`config.mk`:
```
export PLATFORM = sky130hd
export DESIGN_NAME = vass_sqrt
export DESIGN_NICKNAME = d
export VERILOG_FILES = /design/src/design/vass_sqrt.sv
export SDC_FILE = /design/constraint.sdc
export NUM_CORES = 2
export LEC_CHECK = 0
export BUFFER_PORTS_ARGS = -buffer_cell sky130_fd_sc_hd__buf_2
export CAP_MARGIN = 20
export CORE_MARGIN = 2
export CORE_UTILIZATION = 23
export CTS_CLUSTER_SIZE = 24
export DETAILED_ROUTE_END_ITERATION = 16
export MAX_ROUTING_LAYER = met4
export PLACE_DENSITY = 0.34
export SYNTH_ARGS = -nofsm -noshare
export SYNTH_HDL_FRONTEND = slang
export SYNTH_SLANG_ARGS = --single-unit
```
`constraint.sdc`:
```
create_clock -name clk -period 3.91 [get_ports clk]
set_input_delay 1.173 -clock clk [delete_from_list [all_inputs] [get_ports clk]]
set_output_delay 1.173 -clock clk [all_outputs]
set_load 0.01 [all_outputs]
```
`src/design/vass_sqrt.sv`:
```
`default_nettype none

// Pipelined integer square root, one root bit resolved per stage.
module vass_sqrt #(
  parameter int SW    = 55,
  parameter int TAG_W = 1
) (
  input  logic                    clk,
  input  logic                    rst,
  input  logic                    in_valid,
  input  logic [SW-1:0]           radicand,
  input  logic [TAG_W-1:0]        in_tag,
  output logic                    out_valid,
  output logic [(SW+1)/2-1:0]     root,
  output logic [TAG_W-1:0]        out_tag
);

  localparam int RW = (SW + 1) / 2;
  localparam int XW = 2 * RW;

  logic             v      [0:RW-1];
  logic [XW-1:0]    rad    [0:RW-1];
  logic [RW+1:0]    rem    [0:RW-1];
  logic [RW-1:0]    rt     [0:RW-1];
  logic [TAG_W-1:0] tg     [0:RW-1];

  logic             v_next   [0:RW-1];
  logic [XW-1:0]    rad_next [0:RW-1];
  logic [RW+1:0]    rem_next [0:RW-1];
  logic [RW-1:0]    rt_next  [0:RW-1];
  logic [TAG_W-1:0] tg_next  [0:RW-1];

  always_comb begin
    for (int k = 0; k < RW; k++) begin
      logic             pv;
      logic [XW-1:0]    prad;
      logic [RW+1:0]    prem;
      logic [RW-1:0]    prt;
      logic [TAG_W-1:0] ptg;
      logic [RW+2:0]    cur;
      logic [RW+2:0]    trial;
      if (k == 0) begin
        pv   = in_valid;
        prad = XW'(radicand);
        prem = '0;
        prt  = '0;
        ptg  = in_tag;
      end else begin
        pv   = v[k-1];
        prad = rad[k-1];
        prem = rem[k-1];
        prt  = rt[k-1];
        ptg  = tg[k-1];
      end
      // The remainder never exceeds twice the partial root, so its top bit is zero.
      cur   = {prem[RW:0], prad[XW-1 -: 2]};
      trial = (RW+3)'({prt, 2'b01});
      v_next[k]   = pv;
      rad_next[k] = prad << 2;
      tg_next[k]  = ptg;
      if (cur >= trial) begin
        rem_next[k] = (RW+2)'(cur - trial);
        rt_next[k]  = {prt[RW-2:0], 1'b1};
      end else begin
        rem_next[k] = (RW+2)'(cur);
        rt_next[k]  = {prt[RW-2:0], 1'b0};
      end
    end
  end

  always_ff @(posedge clk) begin
    for (int k = 0; k < RW; k++) begin
      if (rst) begin
        v[k] <= 1'b0;
      end else begin
        v[k] <= v_next[k];
      end
    end
  end

  always_ff @(posedge clk) begin
    for (int k = 0; k < RW; k++) begin
      rad[k] <= rad_next[k];
      rem[k] <= rem_next[k];
      rt[k]  <= rt_next[k];
      tg[k]  <= tg_next[k];
    end
  end

  assign out_valid = v[RW-1];
  assign root      = rt[RW-1];
  assign out_tag   = tg[RW-1];

endmodule

`default_nettype wire

```
==> results.sh <==
export IMPL_status="finished clean"
export IMPL_clkPwrFrac=0.389
export IMPL_cts_tree="built"
export IMPL_dp_hpwl_um=134000
export IMPL_power_frac_seq=0.459
export IMPL_syn2layout_area_growth_pct=18.6
export IMPL_power_density_nw_per_um2=668
export IMPL_skew_ps=75.0
export IMPL_final_nets=7632
export IMPL_cts_root_buf="clkbuf_16"
export IMPL_synth_top_area_frac=0.552
export IMPL_design_area_um2=84100
export IMPL_dieWidth_um=559
export IMPL_hold_start="rad[1][373]"
export IMPL_synth_avg_cell_area_um2=10.2
export IMPL_fin_setup_tns_ps=0
export IMPL_cts_resized_gates=0
export IMPL_clk_pin_slew_ps=60
export IMPL_switching_share=0.285
export IMPL_crit_path_max_incr_delay_ps=590
export IMPL_r2r_end="rem[1][306]"
export IMPL_grt_max_degree=51
export IMPL_design_die_area_um2=313000
export IMPL_cts_hold_buf=0
export IMPL_core_um2=306000
export IMPL_synth_edf_count=0
export IMPL_endpoint_kind="flip-flop"
export IMPL_grt_pass1_vias=47800
export IMPL_syn_nets=7432
export IMPL_utilization=0.274
export IMPL_numCtsBuffers=225
export IMPL_busiest_layer="met2"
export IMPL_p_leak_nw=37.9
export IMPL_layout_drive_gt1_share=0.0900
export IMPL_gp_congestion=0.807
export IMPL_vias=46600
export IMPL_hp_class="reg -> reg"
export IMPL_dpl_cell_area_um2=76200
export IMPL_p_int_mw=40.2
export IMPL_r2r_start="rt[1][273]"
export IMPL_dp_slack_ps=171
export IMPL_slowest_stage="or4_1"
export IMPL_holdPathEnd="rad[1][429]"
export IMPL_ys_seq_area_frac=0.552
export IMPL_rsz0062_at_grt="no"
export IMPL_cp_cell_sequence="inv_1 > ha_1 > and3_1 > nand3_1 > or4_1 > o21ai_0 > nor2_1 > a21oi_4 > buf_12 > mux2_2"
export IMPL_seq_area_um2=39100
export IMPL_antenna_found_initial=4
export IMPL_drc=0
export IMPL_via_per_inst=4.08
export IMPL_die_y_um=559
export IMPL_timing_critical_path_fanout_max=45
export IMPL_grt_pass1_wl_um=277000
export IMPL_min_period_ps=3670
export IMPL_avgRoutedWirePerCell_um=15.4
export IMPL_drv_cap=0
export IMPL_hold_viol_final=0
export IMPL_start_util=0.231
export IMPL_max_freq_ghz=0.273
export IMPL_pwr_share_comb=0.152
export IMPL_synthFlopType="dfxtp_1"
export IMPL_track_usage=0.114
export IMPL_cp_start_kind="flip-flop"
export IMPL_setup_viol=0
export IMPL_met3_usage=0.0165
export IMPL_yosys_area_top_type="dfxtp_1"
export IMPL_pin_count=89
export IMPL_ir_drop_v=0.000359
export IMPL_multi_input_area_um2=29000
export IMPL_switchingPower_mw=16.0
export IMPL_syn_inst=6939
export IMPL_syn_cell_area_um2=70900
export IMPL_yosys_warnings=0
export IMPL_cp_arrival_ps=4380
export IMPL_drt_iter0_drc=2461
export IMPL_clkLatencyLatePin_ps=870
export IMPL_firstDrtPassIters=7
export IMPL_synth_area_top_cells="dfxtp_1 55%, ha_1 7.7%, xor2_1 3.8%"
export IMPL_port_buffers=88
export IMPL_crit_required_ps=4630
export IMPL_reg2reg_setup_slack_ps=240
export IMPL_critical_path_class="reg -> reg"
export IMPL_fin_ws_ps=243
export IMPL_slew_headroom=0.299
export IMPL_r2r_cells=10
export IMPL_htree_levels=4
export IMPL_met1_usage=0.152
export IMPL_post_cts_setup_buffers=0
export IMPL_cts_buffer_depth=4
export IMPL_grt_overflow_total=0
export IMPL_hold_path_depth=0
export IMPL_cts_sinks=1955
export IMPL_period_share=0.938
export IMPL_async_flop_share=0
export IMPL_met2_usage=0.175
export IMPL_total_power_mw=56.1
export IMPL_wl_um=176000
export IMPL_tightest_slew_ps=1030
export IMPL_n_fill_cell=32200
export IMPL_rows=203
export IMPL_post_synth_num_cell_types=89
export IMPL_ant_nets=0
export IMPL_synth_seq_cells=1955
export IMPL_slew_violations=0
[area by class of cell]
type | count | share of cell area
tap | 4100 | 0.0610
clock inverter | 100 | 0.0167
clock buffer | 313 | 0.0762
sequential | 1955 | 0.466
inverter | 554 | 0.0247
timing repair buffer | 140 | 0.0108
multi-input combinational | 4263 | 0.345
antenna | 2 | 0.0000595
[worst max-delay path, delay by kind of cell, from the launching register on]
family | cells | cell delay [ps]
compound gates | 2 | 710
mux | 1 | 380
buf+inv | 2 | 270
simple gates | 4 | 1230
fa+ha+maj | 1 | 550
flops | 1 | 320
[power groups by stage]
stage          Combinational [mW]  Sequential, mW  Clock (mW)
6_report                     8.54            25.7        21.8
5_1_grt                      9.65            26.1        23.6
4_1_cts                      8.64            25.8        22.9
3_5_place_dp                 8.57            26.2           0
3_3_place_gp                 8.61            26.3           0
2_1_floorplan                6.55            24.9           0
[state kept, by name (all words and copies together) (netlist names)]
signal and flops:
rem 737, rt 406, rad 756, v 28, tg 28
[cell usage in the layout (no fill, tap or decap), drive strengths merged, types with 54 or more instances in the layout]
| cell | Yosys | routed |
|---|---|---|
| a21o | 163 | 163 |
| a21oi | 448 | 448 |
| buf | 42 | 140 |
| clkbuf | 125 | 313 |
| clkinv | 3 | 54 |
| dfxtp | 1955 | 1955 |
| ha | 434 | 434 |
| inv | 551 | 557 |
| nand2 | 400 | 400 |
| nand2b | 76 | 76 |
| nand3 | 119 | 119 |
| nand4 | 70 | 70 |
| nor2 | 456 | 456 |
| nor2b | 88 | 88 |
| nor3 | 165 | 165 |
| nor4 | 98 | 98 |
| o21a | 90 | 90 |
| o21ai | 327 | 327 |
| or2 | 54 | 54 |
| or3 | 66 | 66 |
| or4 | 61 | 61 |
| xnor2 | 287 | 287 |
| xor2 | 310 | 310 |
[cell families after synthesis]
family          Yosys count  synth area share
compound gates         1386             0.122
xor+xnor                597            0.0738
fa+ha+maj               434            0.0766
buf+inv                 721            0.0397
flops                  1955             0.552
mux                      60           0.00937
other cells               1         0.0000529
simple gates           1785             0.126
[synth_stat cells, drive strengths merged, types with 54 or more instances]
| master | number |
|---|---|
| or2 | 54 |
| clkbuf | 125 |
| nor2b | 88 |
| o21a | 90 |
| inv | 551 |
| xnor2 | 287 |
| nor3 | 165 |
| o21ai | 327 |
| nand3 | 119 |
| dfxtp | 1955 |
| xor2 | 310 |
| or3 | 66 |
| nand4 | 70 |
| nand2 | 400 |
| ha | 434 |
| a21o | 163 |
| nand2b | 76 |
| or4 | 61 |
| a21oi | 448 |
| nor2 | 456 |
| nor4 | 98 |
[routing by layer]
metal  vias to the layer above  part of all wire
li1                      24200                 -
met1                     21500              0.50
met2                       633              0.43
met3                       329             0.033
met4                         0             0.030
met5                         -                 0
[worst max-delay path by stage]
stage,from,to,slack [ps],cells after the start
after floorplan,rt[1][273],rem[1][315],670,12
after global placement,rt[0][336],rem[0][414],190,12
after detailed placement,rt[0][336],rem[0][414],170,12
after CTS,rt[0][336],rem[0][414],160,12
after global routing,rt[1][273],rem[1][328],50,11
final,rt[1][273],rem[1][306],240,10
[per-stage QoR]
stage	std cells	hold WS (ps)
final	11400	295
after global routing	11400	288
after CTS	11400	283
after detailed placement	11000	312
after global placement	11000	309
after floorplan	6939	310
Note: power is estimated with default switching activity, not from simulation.
